File: src/design/cdt_pkg.sv
// Package for the hours-minutes-seconds countdown timer.
// Holds event, key, item and mode codes, register indexes and reset values.
// No dependencies.
package cdt_pkg;

	localparam int BlinkW = 8;
	localparam int DivStepW = $clog2(BlinkW);
	localparam int CfgIdxW = 1;
	localparam int TotalW = 17;
	localparam int HourW = 5;
	localparam int MinW = 6;

	localparam logic [1:0] ACT_KEY = 2'd0;
	localparam logic [1:0] ACT_SECOND = 2'd1;
	localparam logic [1:0] ACT_FAST = 2'd2;

	localparam logic [1:0] KEY_NONE = 2'd0;
	localparam logic [1:0] KEY_BACK = 2'd1;
	localparam logic [1:0] KEY_NEXT = 2'd2;
	localparam logic [1:0] KEY_ACTIVATE = 2'd3;

	localparam logic [2:0] ITEM_HOURS = 3'd0;
	localparam logic [2:0] ITEM_MINUTES = 3'd1;
	localparam logic [2:0] ITEM_SECONDS = 3'd2;
	localparam logic [2:0] ITEM_RUN = 3'd3;
	localparam logic [2:0] ITEM_CANCEL = 3'd4;

	localparam logic [CfgIdxW-1:0] REG_BLINK_LENGTH = 1'b0;
	localparam logic [CfgIdxW-1:0] REG_BLINK_HALF = 1'b1;

	localparam logic [HourW-1:0] HourMax = 5'd23;
	localparam logic [MinW-1:0] MinMax = 6'd59;

	localparam int BlinkLenInit = 100;
	localparam int BlinkHalfInit = 20;
	localparam logic [BlinkW-1:0] BLINK_LEN_RESET = BlinkW'(BlinkLenInit);
	localparam logic [BlinkW-1:0] BLINK_HALF_RESET = BlinkW'(BlinkHalfInit);
	localparam logic BLINK_LEN_PAR_RESET = 1'((BlinkLenInit / BlinkHalfInit) % 2);
	localparam logic [BlinkW-1:0] BLINK_LEN_REM_RESET = BlinkW'(BlinkLenInit % BlinkHalfInit);

	typedef enum logic [1:0] {
		MODE_IDLE = 2'd0,
		MODE_RUNNING = 2'd1,
		MODE_PAUSED = 2'd2
	} mode_t;

	function automatic logic [TotalW-1:0] cdt_total(input logic [HourW-1:0] h,
			input logic [MinW-1:0] m, input logic [MinW-1:0] s);
		logic [TotalW-1:0] acc;
		acc = TotalW'(h) * TotalW'(3600) + TotalW'(m) * TotalW'(60) + TotalW'(s);
		return acc;
	endfunction

endpackage

File: src/design/countdown_timer_hms.sv
// Event-driven hours-minutes-seconds countdown timer, top level.
// Depends on cdt_pkg for codes, reset values and the seconds total function.
//
// Usage: each transfer on the input channel (action, key) is one event: a key
// press, a one-second tick or a fast tick. Every event produces exactly one
// result on the output channel, registered, in the cycle after the input transfer.
// Throughput is one event per clock while the divider is idle; an event is
// taken while the previous result waits if the output register frees at that edge.
// If the receiver stalls, the result holds and in_ready drops until it is taken.
// The remaining time is kept as hours, minutes and seconds counters, so no
// division is needed on the output; the seconds total is formed from them.
// The cancel blink phase is tracked as quotient parity and remainder of the
// blink counter by the half period. After every configuration transfer a
// restoring divider recomputes these; in_ready and cfg_ready are low while it
// runs.
// Reset clears the preset and remaining time to zero, the mode to idle, the
// selection to hours, the alarm and blink counter, and loads blink_length 100 and
// blink_half_period 20; no item is accepted before the first edge after reset.
module countdown_timer_hms
	import cdt_pkg::*;
(
	input  logic                clk,
	input  logic                arst_n,
	input  logic                in_valid,
	output logic                in_ready,
	input  logic [1:0]          action,
	input  logic [1:0]          key,
	output logic                out_valid,
	input  logic                out_ready,
	output logic [TotalW-1:0]   remaining_seconds,
	output logic [HourW-1:0]    shown_hours,
	output logic [MinW-1:0]     shown_minutes,
	output logic [MinW-1:0]     shown_seconds,
	output logic [1:0]          run_mode,
	output logic [2:0]          selected_item,
	output logic                alarm_pending,
	output logic                buzzer_start,
	output logic                buzzer_stop,
	output logic                leave_page,
	output logic                cancel_highlight,
	input  logic                cfg_valid,
	output logic                cfg_ready,
	input  logic [CfgIdxW-1:0]  cfg_index,
	input  logic [BlinkW-1:0]   cfg_data
);

	logic [BlinkW-1:0] blink_len_q, blink_half_q;
	logic              len_par_q;
	logic [BlinkW-1:0] len_rem_q;

	logic [HourW-1:0]  pre_h_q, tl_h_q;
	logic [MinW-1:0]   pre_m_q, pre_s_q, tl_m_q, tl_s_q;
	mode_t             mode_q;
	logic [2:0]        sel_q;
	logic              alarm_q;
	logic [BlinkW-1:0] cnt_q, cnt_rem_q;
	logic              cnt_par_q;

	logic                div_busy_q;
	logic [DivStepW-1:0] div_step_q;
	logic [BlinkW-1:0]   len_dvd_q, cnt_dvd_q, len_wrem_q, cnt_wrem_q;
	logic [BlinkW:0]     len_sh, cnt_sh;
	logic                len_ge, cnt_ge;
	logic [BlinkW-1:0]   half_eff;

	logic              out_valid_q;
	logic [TotalW-1:0] out_total_q;
	logic [HourW-1:0]  out_h_q;
	logic [MinW-1:0]   out_m_q, out_s_q;
	mode_t             out_mode_q;
	logic [2:0]        out_sel_q;
	logic              out_alarm_q, out_start_q, out_stop_q, out_leave_q, out_hl_q;

	logic              in_take, cfg_take;
	logic [HourW-1:0]  n_pre_h, n_tl_h;
	logic [MinW-1:0]   n_pre_m, n_pre_s, n_tl_m, n_tl_s;
	mode_t             n_mode;
	logic [2:0]        n_sel;
	logic              n_alarm, n_start, n_stop, n_leave, n_hl;
	logic [BlinkW-1:0] n_cnt, n_cnt_rem;
	logic              n_cnt_par;
	logic              tl_zero, tl_one, pre_zero;

	assign half_eff = (blink_half_q == '0) ? BlinkW'(1) : blink_half_q;
	assign in_ready = !div_busy_q && (!out_valid_q || out_ready);
	assign cfg_ready = !div_busy_q;
	assign in_take = in_valid && in_ready;
	assign cfg_take = cfg_valid && cfg_ready;

	assign tl_zero = (tl_h_q == '0) && (tl_m_q == '0) && (tl_s_q == '0);
	assign tl_one = (tl_h_q == '0) && (tl_m_q == '0) && (tl_s_q == MinW'(1));
	assign pre_zero = (pre_h_q == '0) && (pre_m_q == '0) && (pre_s_q == '0);

	always_comb begin
		n_pre_h = pre_h_q;
		n_pre_m = pre_m_q;
		n_pre_s = pre_s_q;
		n_tl_h = tl_h_q;
		n_tl_m = tl_m_q;
		n_tl_s = tl_s_q;
		n_mode = mode_q;
		n_sel = sel_q;
		n_alarm = alarm_q;
		n_cnt = cnt_q;
		n_cnt_rem = cnt_rem_q;
		n_cnt_par = cnt_par_q;
		n_start = 1'b0;
		n_stop = 1'b0;
		n_leave = 1'b0;
		case (action)
			ACT_KEY: begin
				case (key)
					KEY_BACK: n_leave = 1'b1;
					KEY_NEXT: n_sel = (sel_q == ITEM_CANCEL) ? ITEM_HOURS : sel_q + 3'd1;
					KEY_ACTIVATE: begin
						case (sel_q)
							ITEM_HOURS: begin
								if (mode_q == MODE_IDLE) begin
									n_pre_h = (pre_h_q == HourMax) ? '0 : pre_h_q + HourW'(1);
									n_tl_h = n_pre_h;
									n_tl_m = pre_m_q;
									n_tl_s = pre_s_q;
								end
							end
							ITEM_MINUTES: begin
								if (mode_q == MODE_IDLE) begin
									n_pre_m = (pre_m_q == MinMax) ? '0 : pre_m_q + MinW'(1);
									n_tl_h = pre_h_q;
									n_tl_m = n_pre_m;
									n_tl_s = pre_s_q;
								end
							end
							ITEM_SECONDS: begin
								if (mode_q == MODE_IDLE) begin
									n_pre_s = (pre_s_q == MinMax) ? '0 : pre_s_q + MinW'(1);
									n_tl_h = pre_h_q;
									n_tl_m = pre_m_q;
									n_tl_s = n_pre_s;
								end
							end
							ITEM_RUN: begin
								if (mode_q == MODE_IDLE) begin
									n_tl_h = pre_h_q;
									n_tl_m = pre_m_q;
									n_tl_s = pre_s_q;
									if (!pre_zero) begin
										n_mode = MODE_RUNNING;
										n_alarm = 1'b0;
										n_stop = 1'b1;
									end
								end else if (mode_q == MODE_PAUSED) begin
									n_mode = MODE_RUNNING;
									n_alarm = 1'b0;
									n_stop = 1'b1;
								end else if (mode_q == MODE_RUNNING) begin
									n_mode = MODE_PAUSED;
								end
							end
							default: begin
								if (mode_q == MODE_RUNNING || mode_q == MODE_PAUSED ||
										(mode_q == MODE_IDLE && alarm_q)) begin
									n_stop = 1'b1;
									n_alarm = 1'b0;
									n_tl_h = pre_h_q;
									n_tl_m = pre_m_q;
									n_tl_s = pre_s_q;
									n_mode = MODE_IDLE;
									n_cnt = blink_len_q;
									n_cnt_par = len_par_q;
									n_cnt_rem = len_rem_q;
								end
							end
						endcase
					end
					default: ;
				endcase
			end
			ACT_SECOND: begin
				if (mode_q == MODE_RUNNING && !tl_zero) begin
					if (tl_s_q != '0) begin
						n_tl_s = tl_s_q - MinW'(1);
					end else begin
						n_tl_s = MinMax;
						if (tl_m_q != '0) begin
							n_tl_m = tl_m_q - MinW'(1);
						end else begin
							n_tl_m = MinMax;
							n_tl_h = tl_h_q - HourW'(1);
						end
					end
					if (tl_one) begin
						n_mode = MODE_IDLE;
						n_alarm = 1'b1;
						n_start = 1'b1;
					end
				end
			end
			ACT_FAST: begin
				if (cnt_q != '0) begin
					n_cnt = cnt_q - BlinkW'(1);
					if (cnt_rem_q == '0) begin
						n_cnt_rem = half_eff - BlinkW'(1);
						n_cnt_par = !cnt_par_q;
					end else begin
						n_cnt_rem = cnt_rem_q - BlinkW'(1);
					end
				end
			end
			default: ;
		endcase
		n_hl = (n_sel == ITEM_CANCEL) && ((n_cnt == '0) || !n_cnt_par);
	end

	assign len_sh = {len_wrem_q, len_dvd_q[BlinkW-1]};
	assign cnt_sh = {cnt_wrem_q, cnt_dvd_q[BlinkW-1]};
	assign len_ge = len_sh >= {1'b0, half_eff};
	assign cnt_ge = cnt_sh >= {1'b0, half_eff};

	always_ff @(posedge clk or negedge arst_n) begin
		if (!arst_n) begin
			blink_len_q <= BLINK_LEN_RESET;
			blink_half_q <= BLINK_HALF_RESET;
			len_par_q <= BLINK_LEN_PAR_RESET;
			len_rem_q <= BLINK_LEN_REM_RESET;
			pre_h_q <= '0;
			pre_m_q <= '0;
			pre_s_q <= '0;
			tl_h_q <= '0;
			tl_m_q <= '0;
			tl_s_q <= '0;
			mode_q <= MODE_IDLE;
			sel_q <= ITEM_HOURS;
			alarm_q <= 1'b0;
			cnt_q <= '0;
			cnt_rem_q <= '0;
			cnt_par_q <= 1'b0;
			div_busy_q <= 1'b0;
			div_step_q <= '0;
			len_dvd_q <= '0;
			cnt_dvd_q <= '0;
			len_wrem_q <= '0;
			cnt_wrem_q <= '0;
			out_valid_q <= 1'b0;
		end else begin
			if (cfg_take) begin
				if (cfg_index == REG_BLINK_LENGTH) begin
					blink_len_q <= cfg_data;
				end else begin
					blink_half_q <= cfg_data;
				end
				len_dvd_q <= (cfg_index == REG_BLINK_LENGTH) ? cfg_data : blink_len_q;
				cnt_dvd_q <= cnt_q;
				len_wrem_q <= '0;
				cnt_wrem_q <= '0;
				div_step_q <= '0;
				div_busy_q <= 1'b1;
			end else if (div_busy_q) begin
				len_dvd_q <= {len_dvd_q[BlinkW-2:0], 1'b0};
				cnt_dvd_q <= {cnt_dvd_q[BlinkW-2:0], 1'b0};
				len_wrem_q <= len_ge ? BlinkW'(len_sh - {1'b0, half_eff}) : BlinkW'(len_sh);
				cnt_wrem_q <= cnt_ge ? BlinkW'(cnt_sh - {1'b0, half_eff}) : BlinkW'(cnt_sh);
				div_step_q <= div_step_q + DivStepW'(1);
				if (div_step_q == DivStepW'(BlinkW - 1)) begin
					div_busy_q <= 1'b0;
					len_par_q <= len_ge;
					len_rem_q <= len_ge ? BlinkW'(len_sh - {1'b0, half_eff}) : BlinkW'(len_sh);
					cnt_par_q <= cnt_ge;
					cnt_rem_q <= cnt_ge ? BlinkW'(cnt_sh - {1'b0, half_eff}) : BlinkW'(cnt_sh);
				end
			end
			if (in_take) begin
				pre_h_q <= n_pre_h;
				pre_m_q <= n_pre_m;
				pre_s_q <= n_pre_s;
				tl_h_q <= n_tl_h;
				tl_m_q <= n_tl_m;
				tl_s_q <= n_tl_s;
				mode_q <= n_mode;
				sel_q <= n_sel;
				alarm_q <= n_alarm;
				cnt_q <= n_cnt;
				cnt_rem_q <= n_cnt_rem;
				cnt_par_q <= n_cnt_par;
				out_valid_q <= 1'b1;
			end else if (out_ready) begin
				out_valid_q <= 1'b0;
			end
		end
	end

	always_ff @(posedge clk) begin
		if (in_take) begin
			out_total_q <= cdt_total(n_tl_h, n_tl_m, n_tl_s);
			out_h_q <= n_tl_h;
			out_m_q <= n_tl_m;
			out_s_q <= n_tl_s;
			out_mode_q <= n_mode;
			out_sel_q <= n_sel;
			out_alarm_q <= n_alarm;
			out_start_q <= n_start;
			out_stop_q <= n_stop;
			out_leave_q <= n_leave;
			out_hl_q <= n_hl;
		end
	end

	assign out_valid = out_valid_q;
	assign remaining_seconds = out_total_q;
	assign shown_hours = out_h_q;
	assign shown_minutes = out_m_q;
	assign shown_seconds = out_s_q;
	assign run_mode = out_mode_q;
	assign selected_item = out_sel_q;
	assign alarm_pending = out_alarm_q;
	assign buzzer_start = out_start_q;
	assign buzzer_stop = out_stop_q;
	assign leave_page = out_leave_q;
	assign cancel_highlight = out_hl_q;

	a_total_matches_split: assert property (@(posedge clk) disable iff (!arst_n)
		out_valid |-> remaining_seconds == cdt_total(shown_hours, shown_minutes, shown_seconds))
		else $error("remaining time total disagrees with its split");

	a_no_take_while_dividing: assert property (@(posedge clk) disable iff (!arst_n)
		div_busy_q |-> !in_ready && !cfg_ready)
		else $error("transfer allowed while the blink divider runs");

	a_buzzer_start_sets_alarm: assert property (@(posedge clk) disable iff (!arst_n)
		(out_valid && buzzer_start) |-> alarm_pending && !buzzer_stop &&
			run_mode == MODE_IDLE)
		else $error("buzzer start without alarm in idle");

	a_highlight_on_cancel: assert property (@(posedge clk) disable iff (!arst_n)
		(out_valid && cancel_highlight) |-> selected_item == ITEM_CANCEL)
		else $error("cancel highlight with another item selected");

endmodule
File: config.mk
export PLATFORM = sky130hd
export DESIGN_NAME = countdown_timer_hms
export DESIGN_NICKNAME = d
export VERILOG_FILES = /design/src/design/cdt_pkg.sv /design/src/design/countdown_timer_hms.sv
export SDC_FILE = /design/constraint.sdc
export NUM_CORES = 1
export LEC_CHECK = 0
export BUFFER_PORTS_ARGS = -buffer_cell sky130_fd_sc_hd__buf_2
export CAP_MARGIN = 10
export CORE_MARGIN = 5
export CORE_UTILIZATION = 30
export DETAILED_ROUTE_END_ITERATION = 10
export PLACE_DENSITY = 0.43
export SKIP_LAST_GASP = 1
export SLEW_MARGIN = 20
export SYNTH_ARGS = -nofsm -noshare
export SYNTH_HDL_FRONTEND = slang
export SYNTH_SLANG_ARGS = --single-unit
export TNS_END_PERCENT = 5
File: constraint.sdc
create_clock -name clk -period 14.82 [get_ports clk]
set_input_delay 2.964 -clock clk [delete_from_list [all_inputs] [get_ports clk]]
set_output_delay 2.964 -clock clk [all_outputs]
set_load 0.02 [all_outputs]
# Word-level counts from Yosys, hierarchy flattened
# Cells that the tools add are included.
# word_totals
input_bits,18
regBits,163
elab_cells,232
# op_classes
mux,102
n_eq_ne,23
n_bitwise,1
addsub,15
n_mul,2
magnitude_cmp,2
reduce_logical,53
# op_table
operator,count
8-bit 2-to-1 mux,25
6-bit 2-to-1 mux,15
6-bit case mux with 2 select lines,4
5-bit 2-to-1 mux,8
8-bit case mux with 2 select lines,2
1-bit 2-to-1 mux,27
6-bit zero test,4
8-bit zero test,3
8-bit by 1-bit subtractor with 8-bit output (second input constant),3
5-bit case mux with 2 select lines,2
9-bit by 8-bit greater-or-equal comparator with 1-bit output,2
17-bit by 12-bit adder with 17-bit output,1
17-bit by 6-bit adder with 17-bit output,1
2-bit 2-to-1 mux,8
8-bit subtractor,2
3-bit 2-to-1 mux,5
5-bit AND reduction,3
5-bit by 8-bit multiplier with 13-bit output (second input constant),1
6-bit by 1-bit adder with 6-bit output (second input constant),2
6-bit equality test (second input constant),2
3-bit inequality test (second input constant),4
6-bit nonzero test,2
3-bit OR reduction,4
6-bit by 1-bit subtractor with 6-bit output (second input constant),2
other kinds (28),66

# Longest topological paths before layout
# depth
ltp_word,10
ltp_mapped,31
depth_no_buf,29

# Worst setup path after synthesis
# OpenSTA, ideal clock, no wires.
# synth_timing
path_kind,input -> register
from,input port action[1]
to,"register out_total_q[16] (netlist: remaining_seconds[16]), data pin"
arrival_time_ps,7825
slack_ps,6735
required_time_ps,14560
path_stages,24
cell_sequence,clkbuf_1 > buf_1 > buf_1 > o21ai_0 > o211ai_1 > fa_1 > fa_1 > ha_1 > a21o_1 > a21oi_1 > nor2b_1 > nor2_1 > nor2_1 > nor2_1 > xnor2_1 > ha_1 > ha_1 > o21a_1 > o21ai_0 > nor3b_1 > o21ai_0 > a21boi_0 > o2111ai_1 > xnor2_1
# synth_via
elab_chain_cells,5
# synth_lines
item,line,rtl
from (decl),countdown_timer_hms.sv:26,"input logic [1:0] action,"
2-bit by 1-bit equality test with 1-bit output or 2-bit zero test (tied branches),countdown_timer_hms.sv:110,case (action)
6-bit case mux with 2 select lines *,countdown_timer_hms.sv:110,
named net n_tl_m[2],countdown_timer_hms.sv:76,"logic [MinW-1:0] n_pre_m, n_pre_s, n_tl_m, n_tl_s;"
6-bit by 4-bit multiplier with 10-bit output *,cdt_pkg.sv:50,acc = TotalW'(h) * TotalW'(3600) + TotalW'(m) * TotalW'(60) + TotalW'(s);
17-bit by 12-bit adder with 17-bit output *,cdt_pkg.sv:50,
17-bit by 6-bit adder with 17-bit output *,cdt_pkg.sv:50,
to (signal assigned),countdown_timer_hms.sv:293,"out_total_q <= cdt_total(n_tl_h, n_tl_m, n_tl_s);"
to (decl),countdown_timer_hms.sv:67,logic [TotalW-1:0] out_total_q;
# Mark *: on every way through the listed nets, which the timed path passes. The rest lies on a longest branch.
# A chain may end at the register's enable or synchronous reset.

# Final worst setup path
# layout_timing
from,input port action[0]
to,"register out_total_q[16] (netlist: remaining_seconds[16]), data pin"
# The elaborated chain is that of the path after synthesis.

==> metrics.cfg <==
[floorplanning]
ioPinCount=65
die_x_um=208
dieArea_sq_um=43300
start_util=0.304
die_height_um=208
coreArea_sq_um=38700
fp-row-count=72

[drt]
drtPass1Iterations=5
drtIter0Drc=667
route.detailed.drc=0
wire_per_inst_um=19.0
wl_mm=35.4
viasPerCell=5.32
ant_nets=0
vias=9879

[timing]
rsz0062_at_grt=no
setup_viol=0
fin_tns_setup_ps=0
fin_hold_ws_ps=479
slew_viol_final=0
hold_violations=0
fin_worst_skew_ps=12.5
max_clock_freq_mhz=109
fin_crit_sh=0.616
min_period_ps=9130
tightest_slew_ps=910
slew_headroom=0.393

[worst_hold_path]
hold_path_class=register to register
min_path_cells=2
hold_start=len_dvd_q[6]
hold_end=len_dvd_q[7]

[finish]
final_cells=1857
fillers=4119
fin_nets=1454
syn_to_final_growth_pct=11.6
largest_reg_flops=17
n_antenna_cell=0
drive_gt1_frac=0.130
fin_util=0.339

[global_routing]
grt_pass1_vias=9903
grt_use_total=0.164
grt_pass1_wl_mm=57.4
grt_max_degree=72
antenna_found_initial=2
globalRouteOverflowTotal=0

[place]
gp_congestion=0.859
dp.cells=1824
io_buffers=64
hpwl_mm=26.2

[critical_path]
r2r_setup_slack_ps=7740
worst_ep_required_time_ps=15030
cp-end-kind=register
crit_path_start_kind=input pin
critPathKind=input pin to register
worstPathArrival_ps=9340
r2r-start=sel_q[1]
cp_max_fo=42
rr_worst_depth=26
r2r-end=remaining_seconds[16]

[synthesis]
syn_avg_cell_area_sq_um=9.03
netlist_area_sq_um=11800
synth.area.top_cells=dfrtp_1 24%, edfxtp_1 11%, ha_1 10%, o21ai_0 5.4%, nand2_1 4.0%
synth_seq_cells=161
ys_seq_area_frac=0.361
yosys-top-cells-count=127 x o21ai_0, 126 x nand2_1, 113 x dfrtp_1
synth_nets=1430
yosysWarningCount=0
post-synth-top-count-cell=o21ai_0
synthArstFlopShare=0.739
yosysTopAreaCell=dfrtp_1
synth_cells=1302
synth_top_area_frac=0.241
ys.flop_type=dfrtp_1
synth_cell_types=82
synth_enable_flop_cells=42

[power]
power_density_nw_per_um2=273
peakVddDrop_mv=0.132
p_int_mw=1.92
sw_frac_of_total=0.466
comb_power_share=0.633
power.switching_mw=1.67
p_leak_nw=5.58
power.share.clock=0.124
report.power.total_mw=3.59
seq_power_share=0.243

[run_status]
status=complete, no violations

[clock_tree]
clock_latency_ps=460
cts_root_buf=clkbuf_16
cts_buffers=17
cts_setup_buffers=0
cts_tree=built
clk_path_buf_depth=2
clk_pin_slew_ps=70
ctsResizeCount=0
cts-htree-levels=4
cts_hold_buf=0
clock_sinks=161

[job]
maxCapViolCount=0

-- cell usage in the layout, fill, tap and decap left out, drive strengths merged, types with 26 or more instances in the layout --
cell type,count
a21oi,72
buf,74
dfrtp,113
edfxtp,42
ha,95
inv,77
mux2,34
nand2,126
nand3,31
nor2,96
nor3,36
o21ai,127
xnor2,26
-- critical path, stage by stage --
cell	delay (ps)
buf_2	590
inv_1	450
nor2_1	480
nand4_1	190
o211ai_1	670
fa_1	560
fa_1	490
ha_1	300
a21o_1	180
a21oi_1	210
nor2b_1	80
nor2_1	90
nor2_1	60
nor2_1	110
xnor2_1	130
ha_1	250
ha_1	330
o21a_1	130
o21ai_0	90
nor3b_1	270
o21ai_0	130
a21boi_0	250
o2111ai_1	150
xnor2_1	150
-- metrics by stage --
step | setup WS, ps | cell area [sq um]
2_1_floorplan | 6730 | 11800
3_3_place_gp | 5350 | 12500
3_5_place_dp | 5160 | 12500
4_1_cts | 5640 | 13100
5_1_grt | 4940 | 13100
6_report | 5690 | 13100
-- layer usage --
| layer | share of wire | global-route usage | wire length (um) | vias up |
|---|---|---|---|---|
| met2 | 0.45 | 0.254 | 15800 | 205 |
| met1 | 0.50 | 0.237 | 17500 | 4805 |
| li1 | - | - | - | 4832 |
| met3 | 0.041 | 0.0289 | 1450 | 33 |
| met4 | 0.015 | 0.0405 | 516 | 4 |
| met5 | 0.00096 | 0 | 34 | - |
-- worst max-delay path by stage --
stage	startpoint	endpoint	slack, ps	cells past startpoint
floorplan	action[1]	remaining_seconds[16]	6730	24
finish	action[0]	remaining_seconds[16]	5690	24
global placement	action[0]	remaining_seconds[16]	5350	24
CTS	action[0]	remaining_seconds[16]	5640	24
global route	action[0]	remaining_seconds[16]	4940	24
detailed placement	action[0]	remaining_seconds[16]	5160	24
-- cells by family (layout without fill, tap and decap cells) --
family / after synthesis / after routing / share of synthesized area
XOR/XNOR: 40 / 40 / 0.0298
adder cells (fa/ha/maj): 110 / 110 / 0.127
multiplexers: 57 / 57 / 0.0521
AND/OR/NAND/NOR: 382 / 382 / 0.158
flip-flops: 161 / 161 / 0.361
buffers and inverters: 141 / 178 / 0.0460
AO/OA/AOI/OAI: 411 / 411 / 0.226
-- power by group through the flow --
stage	Clock, mW	Sequential [mW]	Combinational [mW]
floorplan	0	0.841	1.76
global placement	0	0.881	2.28
detailed placement	0	0.880	2.27
CTS	0.460	0.873	2.30
global route	0.478	0.897	2.60
finish	0.444	0.873	2.27
-- layout make-up --
| class | instances | area [sq um] | share of cell area |
|---|---|---|---|
| multi-input cells | 1000 | 6970 | 0.531 |
| flip-flops and latches | 161 | 4250 | 0.324 |
| well taps | 518 | 648 | 0.0494 |
| clock buffers | 19 | 454 | 0.0346 |
| repair buffers | 74 | 418 | 0.0318 |
| inverters | 72 | 272 | 0.0207 |
| clock inverters | 13 | 115 | 0.00877 |
No activity file was read; power rests on OpenSTA's default activity.
